===== src/rtl/core/vsd_pkg.sv =====
// ----------------------------------------------------------------------------
// vsd_pkg
// Shared types and constants of the packed index stream decoder.
// ----------------------------------------------------------------------------
package vsd_pkg;

  // Field widths of the two channels and of the decoding state.
  localparam int unsigned BYTE_W  = 8;
  localparam int unsigned INDEX_W = 64;
  localparam int unsigned COUNT_W = 32;
  localparam int unsigned GROUP_W = 7;
  localparam int unsigned POS_W   = 4;
  localparam int unsigned SHIFT_W = 7;

  // Marker and framing bytes of the stream.
  localparam logic [BYTE_W-1:0] MARK_NOT_FOUND = 8'h40;
  localparam logic [BYTE_W-1:0] MARK_INVALID   = 8'h41;
  localparam logic [BYTE_W-1:0] MARK_SEQ_END   = 8'h42;

  // Once this many groups have been taken, later groups fall beyond bit 63.
  localparam logic [POS_W-1:0] POS_LIMIT = 4'd10;

  // Result kinds.
  localparam logic KIND_INDEX   = 1'b0;
  localparam logic KIND_SEQ_END = 1'b1;

  // One result item.
  typedef struct packed {
    logic               kind;
    logic [INDEX_W-1:0] index_value;
    logic [COUNT_W-1:0] found_count;
    logic [COUNT_W-1:0] not_found_count;
    logic [COUNT_W-1:0] invalid_count;
  } result_t;

endpackage


===== src/rtl/core/vsd_if.sv =====
// ----------------------------------------------------------------------------
// vsd_if
// Valid/ready channels of the decoder: the byte channel and the result channel.
// ----------------------------------------------------------------------------
interface vsd_byte_if;
  logic                       valid;
  logic                       ready;
  logic [vsd_pkg::BYTE_W-1:0] in_byte;

  modport source (output valid, output in_byte, input ready);
  modport sink (input valid, input in_byte, output ready);
endinterface

interface vsd_result_if;
  logic                        valid;
  logic                        ready;
  logic                        kind;
  logic [vsd_pkg::INDEX_W-1:0] index_value;
  logic [vsd_pkg::COUNT_W-1:0] found_count;
  logic [vsd_pkg::COUNT_W-1:0] not_found_count;
  logic [vsd_pkg::COUNT_W-1:0] invalid_count;

  modport source (
    output valid, output kind, output index_value, output found_count,
    output not_found_count, output invalid_count, input ready
  );
  modport sink (
    input valid, input kind, input index_value, input found_count,
    input not_found_count, input invalid_count, output ready
  );
endinterface


===== src/rtl/core/varint_index_stream_decoder.sv =====
// ----------------------------------------------------------------------------
// varint_index_stream_decoder
// Decodes a packed index stream into found indexes and per-sequence counts.
// ----------------------------------------------------------------------------
// Usage:
//   byte_ch carries one stream byte per request. Short bytes are literal
//   found indexes, bytes 0x40 and 0x41 count not-found and invalid markers,
//   byte 0x42 ends a sequence, and a byte with its top bit set opens a
//   little-endian base-128 number that closes on the first byte with the
//   top bit clear.
//   result_ch carries one request per found index (kind 0) and one per
//   sequence end (kind 1, with the three counts, which then restart at 0).
//   Throughput is one byte per cycle while the receiver is not stalled. A result
//   passes through the input register and then the output register before
//   it can be taken. The path is set by the 64-bit shift-or of one group.
//   Reset clears the open number and all counts, and empties both registers.
//   When the receiver stalls, the output register holds its result, the next
//   byte with a result waits in the input register, and byte_ch.ready falls
//   once both are full; nothing is dropped.
// ----------------------------------------------------------------------------
module varint_index_stream_decoder #(
  parameter int unsigned COUNT_BITS = 32
) (
  input  logic         clk,
  input  logic         rst,
  vsd_byte_if.sink     byte_ch,
  vsd_result_if.source result_ch
);
  import vsd_pkg::*;

  logic              stage_valid;
  logic [BYTE_W-1:0] stage_byte;
  logic              consume;
  logic              emit;
  logic              res_ready;
  result_t           dec_result;
  result_t           out_result;

  // Input register.
  vsd_byte_stage u_byte_stage (
    .clk      (clk),
    .rst      (rst),
    .up_valid (byte_ch.valid),
    .up_ready (byte_ch.ready),
    .up_byte  (byte_ch.in_byte),
    .consume  (consume),
    .valid    (stage_valid),
    .data     (stage_byte)
  );

  // Decoding state and logic.
  vsd_decode #(
    .COUNT_BITS (COUNT_BITS)
  ) u_decode (
    .clk        (clk),
    .rst        (rst),
    .byte_valid (stage_valid),
    .byte_data  (stage_byte),
    .res_ready  (res_ready),
    .consume    (consume),
    .emit       (emit),
    .result     (dec_result)
  );

  // Output register.
  vsd_result_reg u_result_reg (
    .clk        (clk),
    .rst        (rst),
    .up_valid   (emit),
    .up_ready   (res_ready),
    .up_result  (dec_result),
    .valid      (result_ch.valid),
    .down_ready (result_ch.ready),
    .data       (out_result)
  );

  // Result fields onto the channel.
  assign result_ch.kind            = out_result.kind;
  assign result_ch.index_value     = out_result.index_value;
  assign result_ch.found_count     = out_result.found_count;
  assign result_ch.not_found_count = out_result.not_found_count;
  assign result_ch.invalid_count   = out_result.invalid_count;

endmodule


===== src/rtl/core/vsd_byte_stage.sv =====
// ----------------------------------------------------------------------------
// vsd_byte_stage
// Input register: holds one accepted byte until the decoder consumes it.
// ----------------------------------------------------------------------------
module vsd_byte_stage (
  input  logic                       clk,
  input  logic                       rst,
  input  logic                       up_valid,
  output logic                       up_ready,
  input  logic [vsd_pkg::BYTE_W-1:0] up_byte,
  input  logic                       consume,
  output logic                       valid,
  output logic [vsd_pkg::BYTE_W-1:0] data
);
  import vsd_pkg::*;

  // The register frees up in the same cycle as its byte is consumed.
  assign up_ready = !valid || consume;

  // Occupancy flag.
  always_ff @(posedge clk) begin
    if (rst) begin
      valid <= 1'b0;
    end else if (up_ready) begin
      valid <= up_valid;
    end
  end

  // Byte payload.
  always_ff @(posedge clk) begin
    if (up_valid && up_ready) begin
      data <= up_byte;
    end
  end

endmodule


===== src/rtl/core/vsd_decode.sv =====
// ----------------------------------------------------------------------------
// vsd_decode
// Decoding state and the single-pass logic that turns one byte into an
// optional result: base-128 accumulation, marker tallies and sequence end.
// ----------------------------------------------------------------------------
module vsd_decode #(
  parameter int unsigned COUNT_BITS = 32
) (
  input  logic                       clk,
  input  logic                       rst,
  input  logic                       byte_valid,
  input  logic [vsd_pkg::BYTE_W-1:0] byte_data,
  input  logic                       res_ready,
  output logic                       consume,
  output logic                       emit,
  output vsd_pkg::result_t           result
);
  import vsd_pkg::*;

  logic [INDEX_W-1:0]    accumulator;
  logic [INDEX_W-1:0]    accumulator_next;
  logic [POS_W-1:0]      group_position;
  logic [POS_W-1:0]      group_position_next;
  logic                  number_open;
  logic                  number_open_next;
  logic [COUNT_BITS-1:0] found_tally;
  logic [COUNT_BITS-1:0] found_tally_next;
  logic [COUNT_BITS-1:0] not_found_tally;
  logic [COUNT_BITS-1:0] not_found_tally_next;
  logic [COUNT_BITS-1:0] invalid_tally;
  logic [COUNT_BITS-1:0] invalid_tally_next;

  logic [SHIFT_W-1:0]    shift_amt;
  logic [INDEX_W-1:0]    group_wide;
  logic [INDEX_W-1:0]    merged;
  logic [POS_W-1:0]      pos_bumped;
  logic [COUNT_BITS-1:0] found_inc;
  logic [COUNT_BITS-1:0] not_found_inc;
  logic [COUNT_BITS-1:0] invalid_inc;

  // The group's bit offset is seven times its position.
  assign shift_amt  = SHIFT_W'({group_position, 3'b000}) - SHIFT_W'(group_position);
  assign group_wide = INDEX_W'(byte_data[GROUP_W-1:0]);
  assign merged     = (group_position < POS_LIMIT) ?
                      (accumulator | (group_wide << shift_amt)) : accumulator;
  assign pos_bumped = (group_position < POS_LIMIT) ? group_position + 1'b1
                                                   : group_position;

  // Saturating tally increments.
  assign found_inc     = (&found_tally) ? found_tally : found_tally + 1'b1;
  assign not_found_inc = (&not_found_tally) ? not_found_tally : not_found_tally + 1'b1;
  assign invalid_inc   = (&invalid_tally) ? invalid_tally : invalid_tally + 1'b1;

  // A byte moves on unless its result has nowhere to go.
  assign consume = byte_valid && (!emit || res_ready);

  // Next state and result for the byte in the input register.
  always_comb begin
    accumulator_next     = accumulator;
    group_position_next  = group_position;
    number_open_next     = number_open;
    found_tally_next     = found_tally;
    not_found_tally_next = not_found_tally;
    invalid_tally_next   = invalid_tally;
    emit                 = 1'b0;
    result               = '0;
    result.kind          = KIND_INDEX;

    if (number_open) begin
      accumulator_next    = merged;
      group_position_next = pos_bumped;
      if (!byte_data[BYTE_W-1]) begin
        number_open_next   = 1'b0;
        found_tally_next   = found_inc;
        emit               = byte_valid;
        result.index_value = merged;
      end
    end else begin
      unique case (byte_data)
        MARK_NOT_FOUND: begin
          not_found_tally_next = not_found_inc;
        end
        MARK_INVALID: begin
          invalid_tally_next = invalid_inc;
        end
        MARK_SEQ_END: begin
          emit                   = byte_valid;
          result.kind            = KIND_SEQ_END;
          result.found_count     = COUNT_W'(found_tally);
          result.not_found_count = COUNT_W'(not_found_tally);
          result.invalid_count   = COUNT_W'(invalid_tally);
          found_tally_next       = '0;
          not_found_tally_next   = '0;
          invalid_tally_next     = '0;
        end
        default: begin
          if (!byte_data[BYTE_W-1]) begin
            // A short byte is itself a found index.
            found_tally_next   = found_inc;
            emit               = byte_valid;
            result.index_value = INDEX_W'(byte_data);
          end else begin
            // Open a new number with its lowest group.
            accumulator_next    = group_wide;
            group_position_next = POS_W'(1);
            number_open_next    = 1'b1;
          end
        end
      endcase
    end
  end

  // State registers, updated only when the byte is consumed.
  always_ff @(posedge clk) begin
    if (rst) begin
      accumulator     <= '0;
      group_position  <= '0;
      number_open     <= 1'b0;
      found_tally     <= '0;
      not_found_tally <= '0;
      invalid_tally   <= '0;
    end else if (consume) begin
      accumulator     <= accumulator_next;
      group_position  <= group_position_next;
      number_open     <= number_open_next;
      found_tally     <= found_tally_next;
      not_found_tally <= not_found_tally_next;
      invalid_tally   <= invalid_tally_next;
    end
  end

  // An open number always holds at least its first group.
  a_open_has_group: assert property (@(posedge clk) disable iff (rst)
    number_open |-> group_position != '0)
    else $error("number open with no group taken");

  // A sequence end leaves all tallies cleared.
  a_seq_end_clears: assert property (@(posedge clk) disable iff (rst)
    consume && emit && result.kind == KIND_SEQ_END |=>
      found_tally == '0 && not_found_tally == '0 && invalid_tally == '0)
    else $error("tallies not cleared after sequence end");

  // A delivered index is always counted.
  a_index_counted: assert property (@(posedge clk) disable iff (rst)
    consume && emit && result.kind == KIND_INDEX |=> found_tally != '0)
    else $error("found index not counted");

  // Marker bytes inside a number never touch the marker tallies.
  a_open_keeps_markers: assert property (@(posedge clk) disable iff (rst)
    consume && number_open |=> $stable(not_found_tally) && $stable(invalid_tally))
    else $error("marker tally changed inside a number");

endmodule


===== src/rtl/core/vsd_result_reg.sv =====
// ----------------------------------------------------------------------------
// vsd_result_reg
// Output register: holds one result until the receiver takes it.
// ----------------------------------------------------------------------------
module vsd_result_reg (
  input  logic             clk,
  input  logic             rst,
  input  logic             up_valid,
  output logic             up_ready,
  input  vsd_pkg::result_t up_result,
  output logic             valid,
  input  logic             down_ready,
  output vsd_pkg::result_t data
);
  import vsd_pkg::*;

  // Space is free when empty or when the held result leaves this cycle.
  assign up_ready = !valid || down_ready;

  // Occupancy flag.
  always_ff @(posedge clk) begin
    if (rst) begin
      valid <= 1'b0;
    end else if (up_ready) begin
      valid <= up_valid;
    end
  end

  // Result payload.
  always_ff @(posedge clk) begin
    if (up_valid && up_ready) begin
      data <= up_result;
    end
  end

endmodule

===== src/flat_wrapper.sv =====
// flat-port wrapper written by rule: the top's interface ports become plain ports
module varint_index_stream_decoder_flat import vsd_pkg::*;
#(
  parameter int unsigned COUNT_BITS = 32
)
  (clk, rst, byte_ch_valid, byte_ch_in_byte, byte_ch_ready, result_ch_valid, result_ch_kind, result_ch_index_value, result_ch_found_count, result_ch_not_found_count, result_ch_invalid_count, result_ch_ready);
  vsd_byte_if byte_ch_i ();
  vsd_result_if result_ch_i ();
  input  logic clk;
  input  logic rst;
  input wire logic [$bits(byte_ch_i.valid)-1:0] byte_ch_valid;
  input wire logic [$bits(byte_ch_i.in_byte)-1:0] byte_ch_in_byte;
  output wire logic [$bits(byte_ch_i.ready)-1:0] byte_ch_ready;
  output wire logic [$bits(result_ch_i.valid)-1:0] result_ch_valid;
  output wire logic [$bits(result_ch_i.kind)-1:0] result_ch_kind;
  output wire logic [$bits(result_ch_i.index_value)-1:0] result_ch_index_value;
  output wire logic [$bits(result_ch_i.found_count)-1:0] result_ch_found_count;
  output wire logic [$bits(result_ch_i.not_found_count)-1:0] result_ch_not_found_count;
  output wire logic [$bits(result_ch_i.invalid_count)-1:0] result_ch_invalid_count;
  input wire logic [$bits(result_ch_i.ready)-1:0] result_ch_ready;
  assign byte_ch_i.valid = byte_ch_valid;
  assign byte_ch_i.in_byte = byte_ch_in_byte;
  assign byte_ch_ready = byte_ch_i.ready;
  assign result_ch_valid = result_ch_i.valid;
  assign result_ch_kind = result_ch_i.kind;
  assign result_ch_index_value = result_ch_i.index_value;
  assign result_ch_found_count = result_ch_i.found_count;
  assign result_ch_not_found_count = result_ch_i.not_found_count;
  assign result_ch_invalid_count = result_ch_i.invalid_count;
  assign result_ch_i.ready = result_ch_ready;
  varint_index_stream_decoder #(.COUNT_BITS(COUNT_BITS)) u_core (.clk(clk), .rst(rst), .byte_ch(byte_ch_i), .result_ch(result_ch_i));
endmodule

===== config.mk =====
export PLATFORM = sky130hd
export DESIGN_NAME = varint_index_stream_decoder_flat
export DESIGN_NICKNAME = d
export VERILOG_FILES = /design/src/rtl/core/vsd_pkg.sv /design/src/rtl/core/vsd_if.sv /design/src/rtl/core/varint_index_stream_decoder.sv /design/src/rtl/core/vsd_byte_stage.sv /design/src/rtl/core/vsd_decode.sv /design/src/rtl/core/vsd_result_reg.sv /design/src/flat_wrapper.sv
export SDC_FILE = /design/constraint.sdc
export NUM_CORES = 1
export LEC_CHECK = 0
export BUFFER_PORTS_ARGS = -buffer_cell sky130_fd_sc_hd__buf_4
export CELL_PAD_IN_SITES_DETAIL_PLACEMENT = 1
export CELL_PAD_IN_SITES_GLOBAL_PLACEMENT = 2
export CORE_MARGIN = 2
export CORE_UTILIZATION = 42
export CTS_BUF_LIST = sky130_fd_sc_hd__clkbuf_4 sky130_fd_sc_hd__clkbuf_8
export DETAILED_ROUTE_END_ITERATION = 10
export PLACE_DENSITY_LB_ADDON = 0.3
export SLEW_MARGIN = 20
export SYNTH_ARGS = -nofsm -noshare
export SYNTH_HDL_FRONTEND = slang
export SYNTH_SLANG_ARGS = --single-unit

===== constraint.sdc =====
create_clock -name clk -period 14.2 [get_ports clk]
set_clock_uncertainty 0.2 [all_clocks]
set_input_delay 0.71 -clock clk [delete_from_list [all_inputs] [get_ports clk]]
set_output_delay 0.71 -clock clk [all_outputs]
set_load 0.02 [all_outputs]

==> results.txt, run 1 <==
Sequential Area: 8420 µm²
Worst Slack Setup Final: 10.14 ns
CTS Buf Count: 55
final WL: 39400 µm
Arr. time, crit path: 4.17 ns
synth warn: 0
PortBufs: 174
fin nets: 1598
Die Height: 191 µm
max_slew headroom: 20.3%
PD cells: 117 nW/µm²
pre-CTS setup slack: 10.09 ns
Initial Utilization: 42.7%
vias in the first global route: 11500
crit-path cells: inv_1 -> ha_1 -> xor2_1 -> nor3_1 -> nor3_1 -> o22ai_1 -> a21oi_1 -> nor2_1
crit path time final: 4.06 ns
post-CTS sizing: 0
Final Wtd Congestion: 0.844
Top Family by Delay on Critical Path: XOR/XNOR gates
RSZ-0062 raised after global routing: false
VDD IR max: 0.0714 mV
Pleak: 5.95 nW
sequential share of the synthesized area: 57.0%
fraction of layout cells with a size suffix above 1: 20.6%
core area: 34500 µm²
vias: 11300
ANT nets after route: 0
CP most frequent cell: nor3_1
Clock Path Buffers: 3
CP max stage delay: 0.90 ns
total power: 0.00207 W
Bufs and invs on worst path: 1
R2R Setup Slk: 10.14 ns
CTS tree: done
Slew @ Worst Pin: 1.20 ns
cts hold-fix bufs: 0
global route overflow: 0
starting DRC count in detailed routing: 532
maximum fanout along the worst path: 18
Final Max Slew Viols: 0
Critical Path RT: 14.31 ns
post-DP HPWL: 26200 µm
num rows: 68
Synth top area share: 34.4%
count of final setup violators: 0
# H-tree levels: 2
Tot GR Track Use: 21.7%
worst skew pair latency: 0.61 ns
top post-synthesis cells by count: nor2_1 (188), edfxtp_1 (169), dfxtp_1 (167)
Syn-to-layout area delta: 19.3%
endpoints failing hold: 0
Placed Cells: 1978
outcome: complete, no violations
first-pass detailed-route iteration total: 4
# DRC: 0
cell accounting for the most synthesized area: edfxtp_1
slowest CP cell: xor2_1
Clock Pin Slew Worst Setup and Hold Paths: 0.07 ns
die width: 191 µm
Max Freq: 0.246 GHz
max cap viols: 0
main area contributors after synthesis: edfxtp_1 (34%), dfxtp_1 (23%), nor2_1 (4.8%), and2_1 (4.2%), xnor2_1 (3.5%)
Setup crit start kind: flip-flop
Sink Count: 336
critical path type: reg2reg
Avg Inst Size Synth: 10.4 µm²
Crit. End Element: flip-flop
Mapped Cells: 1417
Avg WL per Cell: 18.9 µm
largest net degree at the start of global routing: 90
Synth Cell Area: 14800 µm²
first-pass GRT wire length: 63200 µm
asr flop ratio synth: 0%
Yosys cell types: 71
count leader, synth: nor2_1
final setup TNS: 0 ns
Setup Buffers After CTS: 0
hold_sp: byte_ch_in_byte[1]
FILL cells: 3859
multi-input logic area: 5950 µm²
die area: 36700 µm²
Post-Syn Nets: 1435
Post-Layout Cell Count: 2080
diode count: 0
initial antenna violation count: 0
CP Launch Point: u_core.u_decode.group_position[1]
root buf cell: clkbuf_8
FF-to-FF Start: u_core.u_decode.group_position[1]
Primary FF master, synth: edfxtp_1
Post-synth EDFFs: 169
I/O pin cnt: 175
worst min-delay path class: in2reg
via/cell ratio: 5.45
fin crit share: 28.6%
Seq cells post-synth: 336
cells by family after synthesis:
| group | share of synthesized area (%) |
|---|---|
| simple gates | 22.0 |
| xor+xnor | 5.04 |
| mux | 1.16 |
| compound gates | 11.2 |
| buf+inv | 3.03 |
| fa+ha+maj | 0.509 |
| flops | 57.0 |
worst paths after layout:
| check | end | cells after the start |
|---|---|---|
| min | u_core.u_byte_stage.data[1] | 1 |
| max reg2reg | u_core.u_result_reg.data[146] | 8 |
| min reg2reg | u_core.u_decode.accumulator[40] | 2 |
| max | u_core.u_result_reg.data[146] | 8 |
sequential cells by signal, summed over array words and instances, names as in the netlist:
register and flops:
u_core.u_byte_stage.valid 1, u_core.u_decode.accumulator 64, u_core.u_decode.not_found_tally 32, u_core.u_byte_stage.data 8, u_core.u_result_reg.valid 1, u_core.u_result_reg.data 161
u_core.u_decode.found_tally 32, u_core.u_decode.number_open 1, u_core.u_decode.group_position 4, u_core.u_decode.invalid_tally 32
power breakdown:
group / total (W) / internal, W / leakage, nW / switching (W)
Combinational: 0.000139 / 0.0000419 / 2.51 / 0.0000968
Clock: 0.000886 / 0.000495 / 0.628 / 0.000391
Sequential: 0.00104 / 0.00103 / 2.82 / 0.0000105
cells in the final DEF (no fill, tap or decap), types with 25 or more instances in the layout:
| cell | count |
|---|---|
| nor2_1 | 186 |
| dfxtp_1 | 166 |
| nand3_1 | 44 |
| o21ai_0 | 28 |
| buf_4 | 188 |
| nand4_1 | 35 |
| nor3_1 | 40 |
| inv_1 | 25 |
| clkbuf_8 | 66 |
| and2_1 | 99 |
| a21oi_1 | 96 |
| xor2_1 | 26 |
| xnor2_1 | 59 |
| nor4_1 | 27 |
| a22o_1 | 32 |
| edfxtp_1 | 169 |
| nand2_1 | 84 |
through the flow:
step	utilization [%]	hold WS, ns	area, µm²
CTS	51.0	0.0368	17600
finish	51.0	0.0778	17600
global route	51.0	0.0466	17600
floorplan	-	0.225	14800
global placement	47.6	0.235	16400
detailed placement	47.6	0.247	16400
area by class of cell:
type | instances | share of cell area (%)
Clock buffer | 80 | 5.75
Clock inverter | 22 | 0.881
Tap cell | 455 | 3.23
Sequential cell | 336 | 47.8
Inverter | 25 | 0.533
Multi-Input combinational cell | 974 | 33.8
Timing Repair Buffer | 188 | 8.01
layer usage:
layer  share of wire, %  wire (µm)  global-route usage, %  vias to the layer above
met5                  0          0                      0                        -
met4                1.9        747                   6.09                        0
met3                5.5       2180                   4.72                       57
met2                 47      18500                   35.2                      253
met1                 46      18000                   29.3                     5581
li1                   -          -                      -                     5455
Power figures use the tool's default switching activity.
==> run 2, diff against run 1 <==
--- a/config.mk
+++ b/config.mk
@@ -9,7 +9,7 @@
 export CELL_PAD_IN_SITES_DETAIL_PLACEMENT = 1
 export CELL_PAD_IN_SITES_GLOBAL_PLACEMENT = 2
 export CORE_MARGIN = 2
-export CORE_UTILIZATION = 42
+export CORE_UTILIZATION = 35
 export CTS_BUF_LIST = sky130_fd_sc_hd__clkbuf_4 sky130_fd_sc_hd__clkbuf_8
 export DETAILED_ROUTE_END_ITERATION = 10
 export PLACE_DENSITY_LB_ADDON = 0.3
==> constraint.sdc (replaced) <==
create_clock -name clk -period 3.3 [get_ports clk]
set_clock_uncertainty 0.2 [all_clocks]
set_input_delay 0.165 -clock clk [delete_from_list [all_inputs] [get_ports clk]]
set_output_delay 0.165 -clock clk [all_outputs]
set_load 0.02 [all_outputs]
==> run 2 against run 1 <==
Worst hold slack lost 0.022 ns. Non-clock buffer count is 65 higher. Clock-buffer cell count decreased by 1. Flip-flop and latch count stayed put. First-iteration DRC count fell by 6.2%. Sequential power increased to 4.3 times the previous value. Critical path depth decreased by 2. Critical path type unchanged. Largest power group unchanged. Highest routed layer unchanged.
==> results.txt, run 2 (synthesis gave the netlist of run 1 again) <==
commonest non-fill, non-tap cell in the layout: buf_4
Post-Layout Cell Count: 2236 (+7.5%)
CTS tree: done
final WL: 41800 µm (+6.2%)
global route overflow: 0 (unchanged)
ANT nets after route: 0 (unchanged)
max cap viols: 0 (unchanged)
Avg WL per Cell: 18.7 µm (-1.2%)
Syn-to-layout area delta: 24.5%
maximum fanout along the worst path: 16 (-2)
Tot GR Track Use: 19.3% (-2.4 points)
PortBufs: 174 (unchanged)
count of final setup violators: 0 (unchanged)
Post-Route Utilization: 44.0% (-7.0 points)
# DRC: 0 (unchanged)
Clock Pin Slew Worst Setup and Hold Paths: 0.06 ns (about the same)
Arr. time, crit path: 3.27 ns (-0.90 ns)
# H-tree levels: 2 (unchanged)
first-pass GRT wire length: 67500 µm (+6.8%)
Sequential Area: 8420 µm² (unchanged)
Critical Path RT: 3.46 ns (-10.85 ns)
root buf cell: clkbuf_8
worst skew pair latency: 0.66 ns (+0.05 ns)
R2R Path End: u_core.u_result_reg.data[129]
Setup crit start kind: flip-flop
starting DRC count in detailed routing: 499 (-6.2%)
crit-path cells: ha_2 -> or3_1 -> a41oi_2 -> nor3_1 -> a221oi_1 -> nor2_1
initial antenna violation count: 2 (+2)
fin crit share: 94.2% (+66 points)
worst min-delay path class: in2reg
crit path time final: 3.11 ns (-0.950 ns)
critical path type: reg2reg
biggest regs: u_core.u_result_reg.data (161), u_core.u_decode.accumulator (64)
CP max stage delay: 0.61 ns (-0.29 ns)
Clock Path Buffers: 3 (unchanged)
Final Max Slew Viols: 0 (unchanged)
via/cell ratio: 5.17 (-5.2%)
endpoints failing hold: 0 (unchanged)
Sink Count: 336 (unchanged)
fraction of layout cells with a size suffix above 1: 22.6% (+2.0 points)
Crit. End Element: flip-flop
VDD IR max: 0.312 mV (+340%)
Placed Cells: 2110 (+6.7%)
vias in the first global route: 12100 (+5.7%)
I/O pin cnt: 175 (unchanged)
Final Wtd Congestion: 0.805 (-4.7%)
Initial Utilization: 35.3% (-7.4 points)
outcome: complete, no violations
Hold Path End: u_core.u_byte_stage.data[1]
Die Height: 209 µm (+9.3%)
die width: 209 µm (+9.3%)
max reg flops: 161 (unchanged)
fin nets: 1665 (+4.2%)
Hold WS: 0.0562 ns (-0.0217 ns)
first-pass detailed-route iteration total: 5 (+1)
core area: 41800 µm² (+21%)
hold_sp: byte_ch_in_byte[1]
CTS Buf Count: 57 (+3.6%)
FILL cells: 4637 (+20%)
max_slew headroom: 25.1% (+4.8 points)
RSZ-0062 raised after global routing: false
Max Freq: 0.322 GHz (+31%)
Largest Register: u_core.u_result_reg.data
R2R cell count: 6 (-2)
Slew @ Worst Pin: 1.12 ns (-0.0723 ns)
Hold Crit Depth: 2 (+1)
multi-input logic area: 5960 µm² (+0.11%)
vias: 11600 (+1.9%)
largest net degree at the start of global routing: 109 (+21%)
post-DP HPWL: 28400 µm (+8.4%)
num rows: 75 (+10%)
R2R Setup Slk: 0.19 ns (-9.95 ns)
slowest CP cell: a221oi_1
FF-to-FF Start: u_core.u_decode.group_position[0]
PD cells: 494 nW/µm² (+320%)
Pleak: 6.32 nW (+6.1%)
commonest cells after routing, fill and taps aside: buf_4 (230), nor2_1 (186), edfxtp_1 (169)
die area: 43800 µm² (+20%)
-- run 2: cell count changes in the layout (fill, tap and decap cells not counted), sizes merged --
cell,before,now
diode,0,2
bufinv,2,3
clkinvlp,1,0
clkinv,19,23
clkbuf,80,79
inv,25,27
dlygate4sd3,0,15
buf,188,238
-- run 2: what timing repair did --
action / 4_1_cts / 5_1_grt
endpoints found under the setup margin: 6 / 25
pin swaps: 0 / 2
setup buffers: 0 / 2
resized for setup: 2 / 5
endpoints found under the hold margin: 36 / 0
hold buffers: 15 / 0
-- run 2: layer usage --
layer	global-route usage [%]	routed length [µm]
met5	0	0
met4	6.33	1020
met3	4.03	1770
met2	31.2	19600
met1	25.8	19400
-- run 2: worst max-delay path by stage --
stage / from / endpoint / slack, ns
after floorplan: u_core.u_byte_stage.data[7] / u_core.u_decode.found_tally[24] / 0.26
after global placement: u_core.u_decode.group_position[3] / u_core.u_result_reg.data[128] / -0.05
after detailed placement: u_core.u_decode.group_position[0] / u_core.u_result_reg.data[128] / -0.17
after CTS: u_core.u_byte_stage.data[5] / u_core.u_decode.invalid_tally[15] / 0.09
after global routing: u_core.u_decode.group_position[0] / u_core.u_result_reg.data[115] / 0.03
final: u_core.u_decode.group_position[0] / u_core.u_result_reg.data[129] / 0.19
-- run 2: worst max-delay path: cells and delay by family (launching register included) --
family	cells	cell delay (ns)
AOI/OAI and AO/OA	2	1.04
adders and majority gates	1	0.43
DFF	1	0.45
and+or+nand+nor	3	0.70
-- run 2: final cells by class --
class / instances / share of cell area [%]
timing repair buffer: 253 / 11.1
clock inverter: 28 / 1.14
sequential: 336 / 45.8
antenna: 2 / 0.0272
multi-input combinational: 974 / 32.4
tap: 539 / 3.67
inverter: 25 / 0.511
clock buffer: 79 / 5.34
-- run 2: report_power, final --
part           internal [W]  switching, W
clock               0.00216       0.00176
sequential          0.00445     0.0000398
combinational      0.000236      0.000441
-- run 2: metrics by stage --
step,setup slack [ns],setup TNS [ns],area [µm²],power (W)
finish,0.191,0,18400,0.00908
global route,0.0333,0,18400,0.00944
CTS,0.0882,0,18300,0.00923
detailed placement,-0.169,-0.316,17000,0.00524
global placement,-0.0472,-0.0811,17000,0.00523
floorplan,0.262,0,14800,0.00493
==> run 3, diff against run 2 <==
--- a/config.mk
+++ b/config.mk
@@ -5,14 +5,16 @@
 export SDC_FILE = /design/constraint.sdc
 export NUM_CORES = 1
 export LEC_CHECK = 0
+export ABC_AREA = 1
 export BUFFER_PORTS_ARGS = -buffer_cell sky130_fd_sc_hd__buf_4
 export CELL_PAD_IN_SITES_DETAIL_PLACEMENT = 1
 export CELL_PAD_IN_SITES_GLOBAL_PLACEMENT = 2
 export CORE_MARGIN = 2
-export CORE_UTILIZATION = 35
+export CORE_UTILIZATION = 32
 export CTS_BUF_LIST = sky130_fd_sc_hd__clkbuf_4 sky130_fd_sc_hd__clkbuf_8
 export DETAILED_ROUTE_END_ITERATION = 10
 export PLACE_DENSITY_LB_ADDON = 0.3
+export SKIP_CTS_REPAIR_TIMING = 1
 export SLEW_MARGIN = 20
 export SYNTH_ARGS = -nofsm -noshare
 export SYNTH_HDL_FRONTEND = slang
==> run 3 against run 2 <==
Die area grew 25%. Fmax grew 4.0%. First-iteration DRC count up 62%. Clock power up 4%. Utilization is 5.2 points lower. Worst hold slack lost 0.0047 ns.
==> results.txt, run 3 <==
Hold WS: 0.0515 ns (-0.00465 ns)
maximum fanout along the worst path: 15 (-1)
Tot GR Track Use: 20.3% (+0.99 points)
Avg Inst Size Synth: 7.51 µm² (-28%)
starting DRC count in detailed routing: 810 (+62%)
CTS tree: done
commonest non-fill, non-tap cell in the layout: nand2_1
Setup crit end: u_core.u_result_reg.data[102]
Primary FF master, synth: edfxtp_1
Clock Pin Slew Worst Setup and Hold Paths: 0.06 ns (about the same)
FILL cells: 6418 (+38%)
max cap viols: 0 (unchanged)
internal power: 0.00691 W (+0.94%)
outcome: complete, no violations
fin nets: 2458 (+48%)
endpoints failing hold: 0 (unchanged)
crit-path cells: inv_2 -> ha_1 -> xor2_4 -> inv_1 -> nand3_1 -> nand2_1 -> nand3_1 -> o21ai_0 -> nand3_1 -> o31ai_1
Post-Syn Nets: 2272 (+58%)
ANT nets after route: 0 (unchanged)
Critical Path RT: 3.56 ns (+0.10 ns)
Mapped Cells: 2254 (+59%)
post-DP HPWL: 39200 µm (+38%)
total power: 0.00942 W (+3.7%)
Post-Layout Cell Count: 3180 (+42%)
R2R cell count: 10 (+4)
Comb power frac: 9.2% (+1.8 points)
Initial Utilization: 32.3% (-3.1 points)
global-route met2 utilization: 33.3% (+2.2 points)
Final Max Slew Viols: 0 (unchanged)
core area: 52400 µm² (+26%)
Hold Crit Depth: 2 (unchanged)
max_slew headroom: 38.5% (+13 points)
num rows: 84 (+12%)
critical path type: reg2reg
Post-synth EDFFs: 169 (unchanged)
first-pass detailed-route iteration total: 5 (unchanged)
hold_sp: byte_ch_in_byte[5]
Clock Path Buffers: 3 (unchanged)
cell accounting for the most synthesized area: edfxtp_1
slowest CP cell: dfxtp_1
count of final setup violators: 0 (unchanged)
Synth Cell Area: 16900 µm² (+15%)
CP Launch Point: u_core.u_decode.group_position[0]
Slew @ Worst Pin: 0.923 ns (-0.200 ns)
Sink Count: 336 (unchanged)
main area contributors after synthesis: edfxtp_1 (30%), dfxtp_1 (20%), nand2_1 (14%), nor2_1 (8.9%), a21oi_1 (4.9%)
FF-to-FF Start: u_core.u_decode.group_position[0]
CP most frequent cell: nand3_1
Synth top area share: 30.0% (-4.4 points)
worst skew pair latency: 0.68 ns (+0.02 ns)
Final Wtd Congestion: 0.866 (+7.7%)
crit path time final: 2.99 ns (-0.119 ns)
Net Sw Frac: 26.7% (+2.0 points)
VDD IR max: 0.246 mV (-21%)
Clk network pwr share: 43.4% (+0.2 points)
Max Freq: 0.335 GHz (+4.0%)
biggest regs: u_core.u_result_reg.data (161), u_core.u_decode.accumulator (64)
Pleak: 7.36 nW (+17%)
die width: 234 µm (+12%)
sequential share of the synthesized area: 49.8% (-7.3 points)
Psw: 0.00251 W (+12%)
Avg WL per Cell: 17.5 µm (-6.5%)
R2R Setup Slk: 0.31 ns (+0.12 ns)
commonest cells after routing, fill and taps aside: nand2_1 (644), nor2_1 (398), inv_1 (219)
vias in the first global route: 15800 (+30%)
CTS Buf Count: 59 (+3.5%)
fraction of layout cells with a size suffix above 1: 14.2% (-8.4 points)
Syn-to-layout area delta: 20.3%
largest net degree at the start of global routing: 160 (+47%)
R2R Path End: u_core.u_result_reg.data[102]
Crit. End Element: flip-flop
via/cell ratio: 4.89 (-5.3%)
CP max stage delay: 0.47 ns (-0.14 ns)
PortBufs: 174 (unchanged)
worst min-delay path class: in2reg
# DRC: 0 (unchanged)
top post-synthesis cells by count: nand2_1 (646), nor2_1 (399), inv_1 (219)
initial antenna violation count: 2 (unchanged)
Arr. time, crit path: 3.25 ns (-0.02 ns)
asr flop ratio synth: 0% (unchanged)
Yosys cell types: 45 (-37%)
Die Height: 234 µm (+12%)
RSZ-0062 raised after global routing: false
count leader, synth: nand2_1
Reg power frac: 47.5% (-1.9 points)
PD cells: 463 nW/µm² (-6.3%)
synth warn: 0 (unchanged)
busiest grt layer: met2
Top Family by Delay on Critical Path: simple AND/OR/NAND/NOR gates
Seq cells post-synth: 336 (unchanged)
Crit. path cell count: 10 (+4)
global routing usage on met1: 27.2% (+1.4 points)
final WL: 55700 µm (+33%)
first-pass GRT wire length: 87600 µm (+30%)
Largest Register: u_core.u_result_reg.data
Setup crit start kind: flip-flop
GR Layer Usage met3: 3.78% (-0.24 points)
global route overflow: 0 (unchanged)
vias: 15600 (+35%)
root buf cell: clkbuf_8
die area: 54700 µm² (+25%)
I/O pin cnt: 175 (unchanged)
Bufs and invs on worst path: 2 (+2)
max reg flops: 161 (unchanged)
# H-tree levels: 2 (unchanged)
Post-Route Utilization: 38.8% (-5.2 points)
fin crit share: 90.6% (-3.6 points)
Placed Cells: 3054 (+45%)
-- run 3: cell count changes after synthesis, moves of 16 or more --
cell      previous run  this run
a211oi_1            16         0
a21oi_1             97       167
a22o_1              32         0
and2_1              99         0
buf_2               10        41
clkbuf_1            61        41
inv_1               25       219
nand2_1             85       646
nand3_1             44       126
nand4_1             35        77
nor2_1             188       399
nor4_1              27         1
o21bai_1             0        30
xnor2_1             59         1
-- run 3: final cells by class --
type	count	area, µm²	area share (%)
sequential	336	8420	41.4
multi-input combinational	1584	7180	35.3
timing repair buffer	228	1770	8.69
clock buffer	87	1070	5.27
inverter	231	880	4.32
tap	688	861	4.23
clock inverter	24	169	0.830
antenna	2	5.00	0.0246
-- run 3: power groups by stage --
stage | Combinational [W] | Clock, W | Sequential (W)
finish | 0.000865 | 0.00409 | 0.00447
global route | 0.000954 | 0.00440 | 0.00448
CTS | 0.000862 | 0.00422 | 0.00447
detailed placement | 0.000859 | 0 | 0.00456
global placement | 0.000845 | 0 | 0.00456
floorplan | 0.000486 | 0 | 0.00462
-- run 3: worst min-delay path by stage --
stage | endpoint
global route | u_core.u_byte_stage.data[5]
finish | u_core.u_byte_stage.data[5]
floorplan | u_core.u_byte_stage.data[0]
global placement | u_core.u_byte_stage.data[6]
detailed placement | u_core.u_byte_stage.data[2]
CTS | u_core.u_byte_stage.data[6]
-- run 3: stage by stage --
step | worst slack, ns | TNS [ns] | instance area [µm²]
global route | 0.0833 | 0 | 20300
detailed placement | 0.357 | 0 | 19000
CTS | 0.322 | 0 | 20200
global placement | 0.422 | 0 | 19000
finish | 0.310 | 0 | 20300
floorplan | -0.730 | -117.56 | 17000
-- run 3: kinds of logic after synthesis --
kind of cell	after synthesis	synth area share, %
AND/OR/NAND/NOR	1300	31.8
XOR/XNOR	27	1.60
adder cells (fa/ha/maj)	6	0.444
buffers and inverters	334	8.08
flip-flops	336	49.8
AO/OA/AOI/OAI	251	8.36
-- run 3: metal layers --
metal / part of all wire (%) / wire length (µm)
met3: 3.8 / 2130
met5: 0.023 / 13
met2: 47 / 25900
met4: 2.3 / 1300
met1: 47 / 26300
